**config.mk**
```make
export PLATFORM = sky130hd
export DESIGN_NAME = ultrasonic_echo_range_averager
export DESIGN_NICKNAME = d
export VERILOG_FILES = /design/src/rtl/core/uera_pkg.sv /design/src/rtl/core/uera_alu.sv /design/src/rtl/core/ultrasonic_echo_range_averager.sv
export SDC_FILE = /design/constraint.sdc
export NUM_CORES = 1
export LEC_CHECK = 0
export ABC_AREA = 1
export BUFFER_PORTS_ARGS = -buffer_cell sky130_fd_sc_hd__buf_2
export CORE_MARGIN = 2
export CORE_UTILIZATION = 60
export CTS_CLUSTER_SIZE = 40
export DETAILED_ROUTE_END_ITERATION = 7
export PLACE_DENSITY = 0.76
export SLEW_MARGIN = 20
export SYNTH_ARGS = -nofsm -noshare
export SYNTH_HDL_FRONTEND = slang
export SYNTH_SLANG_ARGS = --single-unit
```
**constraint.sdc**
```tcl
create_clock -name clk -period 4.7 [get_ports clk]
set_clock_uncertainty 0.2 [all_clocks]
set_input_delay 0.705 -clock clk [delete_from_list [all_inputs] [get_ports clk]]
set_output_delay 0.705 -clock clk [all_outputs]
set_load 0.005 [all_outputs]
```
**src/rtl/core/uera_pkg.sv**
```systemverilog
// ----------------------------------------------------------------------------
// uera_pkg: shared definitions for the echo range averager
// Sequencer states, register indexes, reset values and datapath widths.
// ----------------------------------------------------------------------------
package uera_pkg;

  localparam int ALU_W = 34;

  typedef logic [ALU_W-1:0] alu_word_t;
  typedef logic [2:0]       reg_index_t;
  typedef logic [3:0]       step_t;

  typedef enum logic [2:0] {
    ST_IDLE,
    ST_ACC,
    ST_MUL,
    ST_DIV,
    ST_RESULT
  } state_t;

  // Shift-add multiply runs one multiplier bit per step, restoring divide
  // produces one quotient bit per step (bit 8 flags a quotient of 256 or more).
  localparam step_t MUL_LAST = 4'd7;
  localparam step_t DIV_LAST = 4'd8;

  localparam reg_index_t REG_AVG_LEN      = 3'd0;
  localparam reg_index_t REG_MAX_ECHO     = 3'd1;
  localparam reg_index_t REG_RANGE_LIMIT  = 3'd2;
  localparam reg_index_t REG_US_PER_CM    = 3'd3;
  localparam reg_index_t REG_UNDEF_CODE   = 3'd4;

  localparam logic [7:0]  RST_AVG_LEN      = 8'd5;
  localparam logic [15:0] RST_MAX_ECHO     = 16'd30000;
  localparam logic [7:0]  RST_RANGE_LIMIT  = 8'd200;
  localparam logic [15:0] RST_US_PER_CM    = 16'd7450;
  localparam logic [7:0]  RST_UNDEF_CODE   = 8'd255;

endpackage

```
**src/rtl/core/uera_alu.sv**
```systemverilog
// ----------------------------------------------------------------------------
// uera_alu: shared adder/subtractor
// One wide add or subtract used for accumulation, multiply and divide steps.
// ----------------------------------------------------------------------------
module uera_alu (
  input  uera_pkg::alu_word_t a,
  input  uera_pkg::alu_word_t b,
  input  logic                sub,
  output uera_pkg::alu_word_t res
);
  import uera_pkg::*;

  alu_word_t b_eff;

  assign b_eff = sub ? ~b : b;
  assign res   = a + b_eff + {{(ALU_W-1){1'b0}}, sub};

endmodule

```
**src/rtl/core/ultrasonic_echo_range_averager.sv**
```systemverilog
// ----------------------------------------------------------------------------
// ultrasonic_echo_range_averager: averaged echo-to-distance converter
//
// Input channel (in_valid/in_ready, echo_us) takes one echo width in
// microseconds per beat. Echoes above zero and below max_echo are summed
// and counted. After avg_len beats one result beat leaves on the output
// channel (out_valid/out_ready, distance_cm, valid_res).
// Configuration is a plain write port (cfg_we, cfg_index, cfg_data) that the
// user must write only while the block is idle; the block does not enforce it.
//
// Sequencing: every input beat is accepted and then takes one accumulate step
// through the shared adder. A beat that closes an average then runs an 8-step
// shift-add multiply and a 9-step restoring divide on the same adder, skipped
// if the count or us_per_cm is zero, before its result is registered.
// The output is a register, so the next echo is taken while a result waits;
// if a new result is ready while the old one is still stalled, the sequencer
// holds in its result state until the output register frees up.
// Reset (synchronous, rst) restores the register defaults, clears the
// accumulators and empties the output register.
// ----------------------------------------------------------------------------
module ultrasonic_echo_range_averager (
  input  logic        clk,
  input  logic        rst,
  input  logic        in_valid,
  output logic        in_ready,
  input  logic [15:0] echo_us,
  output logic        out_valid,
  input  logic        out_ready,
  output logic [7:0]  distance_cm,
  output logic        valid_res,
  input  logic        cfg_we,
  input  logic [2:0]  cfg_index,
  input  logic [15:0] cfg_data
);
  import uera_pkg::*;

  // Configuration
  logic [7:0]  avg_len;
  logic [15:0] max_echo;
  logic [7:0]  range_limit;
  logic [15:0] us_per_cm_q8;
  logic [7:0]  undef_code;

  // Accumulators
  logic [23:0] echo_sum;
  logic [7:0]  valid_count;
  logic [7:0]  repeat_count;

  // Sequencer and datapath
  state_t      state;
  state_t      state_next;
  step_t       step;
  logic [15:0] echo_reg;
  logic [23:0] mcand;
  logic [7:0]  mplier;
  logic [23:0] prod;
  logic [31:0] rem;
  logic [32:0] dsh;
  logic [8:0]  quot;
  logic        undef;

  alu_word_t   alu_a;
  alu_word_t   alu_b;
  logic        alu_sub;
  alu_word_t   alu_res;

  logic        echo_ok;
  logic [7:0]  valid_inc;
  logic [7:0]  repeat_inc;
  logic [23:0] sum_new;
  logic [7:0]  count_new;
  logic        emit;
  logic        skip_div;
  logic [23:0] prod_new;
  logic        ge;
  logic        out_free;
  logic        dist_ok;

  uera_alu u_alu (
    .a   (alu_a),
    .b   (alu_b),
    .sub (alu_sub),
    .res (alu_res)
  );

  assign echo_ok    = (echo_reg != 16'd0) && (echo_reg < max_echo);
  assign valid_inc  = valid_count + 8'd1;
  assign repeat_inc = repeat_count + 8'd1;
  assign sum_new    = echo_ok ? alu_res[23:0] : echo_sum;
  assign count_new  = echo_ok ? valid_inc : valid_count;
  assign emit       = !(repeat_inc < avg_len);
  assign skip_div   = (count_new == 8'd0) || (us_per_cm_q8 == 16'd0);
  assign prod_new   = mplier[0] ? alu_res[23:0] : prod;
  // Both operands are below 2^33, so the top bit is the borrow.
  assign ge         = !alu_res[ALU_W-1];
  assign out_free   = !out_valid || out_ready;
  assign dist_ok    = !undef && !quot[8] && (quot[7:0] != 8'd0)
                      && (quot[7:0] < range_limit);

  // Next state
  always_comb begin
    state_next = state;
    case (state)
      ST_IDLE: begin
        if (in_valid) state_next = ST_ACC;
      end
      ST_ACC: begin
        if (!emit) state_next = ST_IDLE;
        else if (skip_div) state_next = ST_RESULT;
        else state_next = ST_MUL;
      end
      ST_MUL: begin
        if (step == MUL_LAST) state_next = ST_DIV;
      end
      ST_DIV: begin
        if (step == DIV_LAST) state_next = ST_RESULT;
      end
      ST_RESULT: begin
        if (out_free) state_next = ST_IDLE;
      end
      default: state_next = ST_IDLE;
    endcase
  end

  // Sequencer outputs: handshake and shared adder operands
  always_comb begin
    in_ready = 1'b0;
    alu_a    = '0;
    alu_b    = '0;
    alu_sub  = 1'b0;
    case (state)
      ST_IDLE: begin
        in_ready = 1'b1;
      end
      ST_ACC: begin
        alu_a = {{(ALU_W-24){1'b0}}, echo_sum};
        alu_b = {{(ALU_W-16){1'b0}}, echo_reg};
      end
      ST_MUL: begin
        alu_a = {{(ALU_W-24){1'b0}}, prod};
        alu_b = {{(ALU_W-24){1'b0}}, mcand};
      end
      ST_DIV: begin
        alu_a   = {{(ALU_W-32){1'b0}}, rem};
        alu_b   = {{(ALU_W-33){1'b0}}, dsh};
        alu_sub = 1'b1;
      end
      ST_RESULT: begin
      end
      default: begin
      end
    endcase
  end

  always_ff @(posedge clk) begin
    if (rst) begin
      state        <= ST_IDLE;
      avg_len      <= RST_AVG_LEN;
      max_echo     <= RST_MAX_ECHO;
      range_limit  <= RST_RANGE_LIMIT;
      us_per_cm_q8 <= RST_US_PER_CM;
      undef_code   <= RST_UNDEF_CODE;
      echo_sum     <= '0;
      valid_count  <= '0;
      repeat_count <= '0;
      out_valid    <= 1'b0;
    end else begin
      state <= state_next;
      if (cfg_we) begin
        case (cfg_index)
          REG_AVG_LEN:      avg_len      <= cfg_data[7:0];
          REG_MAX_ECHO:     max_echo     <= cfg_data;
          REG_RANGE_LIMIT:  range_limit  <= cfg_data[7:0];
          REG_US_PER_CM:    us_per_cm_q8 <= cfg_data;
          REG_UNDEF_CODE:   undef_code   <= cfg_data[7:0];
          default: begin
          end
        endcase
      end
      if (state == ST_ACC) begin
        if (emit) begin
          echo_sum     <= '0;
          valid_count  <= '0;
          repeat_count <= '0;
        end else begin
          echo_sum     <= sum_new;
          valid_count  <= count_new;
          repeat_count <= repeat_inc;
        end
      end
      if (state == ST_RESULT && out_free) begin
        out_valid <= 1'b1;
      end else if (out_ready) begin
        out_valid <= 1'b0;
      end
    end
  end

  // Datapath registers
  always_ff @(posedge clk) begin
    case (state)
      ST_IDLE: begin
        echo_reg <= echo_us;
      end
      ST_ACC: begin
        mcand  <= {8'd0, us_per_cm_q8};
        mplier <= count_new;
        prod   <= '0;
        rem    <= {sum_new, 8'd0};
        step   <= '0;
        undef  <= skip_div;
      end
      ST_MUL: begin
        prod   <= prod_new;
        mcand  <= {mcand[22:0], 1'b0};
        mplier <= {1'b0, mplier[7:1]};
        if (step == MUL_LAST) begin
          // Divisor is 2*us_per_cm*count, aligned for the first quotient bit.
          dsh  <= {prod_new, 9'd0};
          quot <= '0;
          step <= '0;
        end else begin
          step <= step + 4'd1;
        end
      end
      ST_DIV: begin
        if (ge) rem <= alu_res[31:0];
        quot <= {quot[7:0], ge};
        dsh  <= {1'b0, dsh[32:1]};
        step <= step + 4'd1;
      end
      ST_RESULT: begin
        if (out_free) begin
          distance_cm <= dist_ok ? quot[7:0] : undef_code;
          valid_res   <= dist_ok;
        end
      end
      default: begin
      end
    endcase
  end

endmodule

```
==> results.md <==
- Area post-placement: 14600 um^2
- Crit share post-route: 94.8%
- Most frequent CP cell: nand2_1
- Power share of the clock group: 42.0%
- Leading area contributor after synthesis: edfxtp_1
- RR Endpoint: dsh[29]
- Met2 Usage GRT: 51.1%
- Post-Synth XOR/XNOR Area: 2.12%
- Initial antenna violation count: 1
- Synth Area in Compound Gates: 14.3%
- Largest net degree at the start of global routing: 64
- Post-DR wirelength/cell: 18.0 um
- Total clock sinks: 260
- First-pass GRT wire length: 59900 um
- Reg-to-Reg Start: state[0]
- Internal: 4.18 mW
- Via Count: 12100
- Crit end category: flop
- Final Cell Area: 15600 um^2
- Reg2reg setup slack: 240 ps
- Sw Ratio: 26.0%
- CTS tree: done
- Worst-path clk slew: 60 ps
- Mapped Nets: 1827
- Setup Viol. Count Final: 0
- Slew Limit Headroom: 36.4%
- Critical path class: reg2reg
- Max FFs per register: 33
- Clk root buf: clkbuf_16
- Share of layout cells above drive strength 1: 8.66%
- Largest family of logic cells by synthesized area: simple AND/OR/NAND/NOR gates
- Number of max-cap violations: 0
- Biggest register: dsh
- HPWL after DPL: 26200 um
- Final max-slew violation count: 0
- GRT Total Usage: 31.2%
- Die height: 157 um
- Async SR Flop Fraction: 0%
- Combinational power share: 11.5%
- FF-to-FF path depth: 19
- CTS Buf Count: 28
- Hold_buf cts: 0
- Worst Hold Class: in2reg
- Synthesized area per cell: 8.11 um^2
- Utilization after layout: 68.5%
- Die Wd: 157 um
- Required time of the critical path: 4800 ps
- Post-synthesis mux area share: 0.0717%
- DRC Markers: 0
- Vias per Instance: 5.76
- Clock Tree Buf Depth: 3
- DRT antenna net count: 0
- Reg power frac: 46.5%
- Met1 usage: 42.8%
- CP arrival: 4550 ps
- # IOs: 51
- Status: finished clean
- Row Count: 55
- Registers with the most flip-flops: dsh: 33 flops, rem: 32 flops
- Ys flop type: edfxtp_1
- Final number of hold-violating endpoints: 0
- Drt total wl: 37700 um
- Synth Area in Adders: 5.88%
- Vias in the first global route: 11500
- CP top delay family: compound AO/OA/AOI/OAI gates
- GR Util met3: 4.82%
- Max Freq: 224 MHz
- Yosys reg bits: 260
- CP max FO: 32
- Layout area overhead: 11.7%
- Slowest CP cell: a21boi_0
- CTS H-Tree Depth: 1
- Clk_lat worst skew: 570 ps
- Hold depth: 1
- Critical-path cell list: inv_2, nand2_1, nor2_4, buf_12, nand2_1, nand3_2, nand2_1, o21ai_2, fa_1, nand3_1, nand2_1, a21boi_2, o21bai_1, a21boi_0, o21ai_2, xnor2_1, nand2_1, o21ai_0, a21oi_1
- Post-Syn Instances: 1722
- Crit path launch type: flop
- DR pass1 iterations: 6
- IO buf count: 50
- Static leakage: 6.63 nW
- CP max stage delay: 620 ps
- Power per cell area: 362 nW/um^2
- YS warnings: 0
- Global route total overflow: 0
- Top cell type's share of synthesized area: 34.4%
- Synth area leaders: edfxtp_1 (34%), dfxtp_1 (14%), nand2_1 (12%), ha_1 (5.7%), o21ai_0 (5.3%)
- Distinct cells, synth: 46
- ANT cells: 0
- Hold path startpoint: echo_us[1]
- DIE AREA: 24500 um^2
- Endpoint, Worst Hold: echo_reg[1]
- Initial Util: 61.3%
- Core area: 22800 um^2
- GRT Max-Usage Layer: met2
- Post-Syn Area: 14000 um^2
- Final nets: 1861
- Period minus WS final: 4460 ps
- Post-synth EDFFs: 160
- VDD IR-drop max: 0.316 mV
- 1st-iter DRT viols: 1052
- Tightest Pin Transition: 952 ps
- Register area share after synthesis: 48.7%
- Buffer and inverter count on the worst path: 2
- Post-Synth Simple-Gate Area: 21.7%
- Sw Pwr: 1.47 mW
- Placer congestion estimate: 0.981
cell usage after synthesis (8+ instances only):
cell type,count
nand2_1,462
inv_1,189
edfxtp_1,160
o21ai_0,147
a21oi_1,136
nor2_1,130
dfxtp_1,100
nand3_1,86
ha_1,64
clkbuf_1,57
nand4_1,18
o211ai_1,18
xnor2_1,18
xor2_1,14
nor3_1,11
a21boi_0,10
o21a_1,10
o21ai_1,10
nand2_2,9
buf_1,8
o221ai_1,8
power groups by stage:
stage	sequential [mW]	combinational (mW)	clock [mW]
after global routing	2.64	0.722	2.47
after detailed placement	2.67	0.631	0
after floorplan	2.65	0.421	0
final	2.63	0.650	2.37
after global placement	2.67	0.618	0
after CTS	2.63	0.636	2.39
kinds of logic (layout without fill, tap and decap cells):
| family | count (synthesis) | in the layout |
|---|---|---|
| simple gates | 736 | 737 |
| compound gates | 362 | 362 |
| mux | 1 | 1 |
| fa+ha+maj | 65 | 65 |
| xor+xnor | 33 | 33 |
| flops | 260 | 260 |
| buf+inv | 265 | 320 |
cells in the final DEF (no fill, tap or decap), drive strengths merged, types with 3 or more instances in the layout:
cell type and count:
dfxtp 100, inv 194, and2 3, a21oi 137, bufinv 6, nand4 18
a21o 3, o221ai 8, nor4 6, o21ai 160, buf 74, edfxtp 160
a21boi 11, nand3 89, o211ai 18, o21a 10, nor2 134, clkinv 14
clkbuf 31, xnor2 18, xor2 15, nand2 471, a31oi 5, ha 64
nor3 11, o21bai 4, nand3b 3
per-stage QoR:
step	TNS, ps	hold slack, ps	total power [mW]	instances	setup slack (ps)
after floorplan	0	229	3.07	1722	542
after global placement	0	248	3.29	2037	386
after detailed placement	0	253	3.30	2037	393
after CTS	0	98.7	5.65	2089	373
after global routing	-3.79	99.7	5.83	2091	-3.79
final	0	108	5.65	2091	243
worst max-delay path by stage:
stage             start  endpoint  slack (ps)  depth (start not counted)
6_report       state[0]   dsh[29]         240                         19
3_3_place_gp   state[1]   rem[30]         390                         20
5_1_grt        state[0]   rem[30]          -4                         21
4_1_cts        state[1]   rem[30]         370                         20
3_5_place_dp   state[1]   rem[30]         390                         20
2_1_floorplan  state[1]    rem[0]         540                         18
layer usage:
layer | vias up | part of all wire, %
met1 | 5628 | 43
li1 | 5833 | -
met4 | 2 | 2.9
met3 | 79 | 8.2
met5 | - | 0.032
met2 | 508 | 46
what timing repair did:
action / CTS / global route
resized for setup: 0 / 1
setup buffers: 0 / 1
endpoints found under the setup margin: 0 / 3
layout make-up:
cell class | count | area, um^2
clock buffer | 31 | 712
clock inverter | 21 | 275
fill | 1893 | 7170
inverter | 194 | 728
multi-input combinational | 1198 | 6210
sequential | 260 | 6810
tap | 313 | 392
timing repair buffer | 74 | 484
Power figures use the tool's default switching activity.
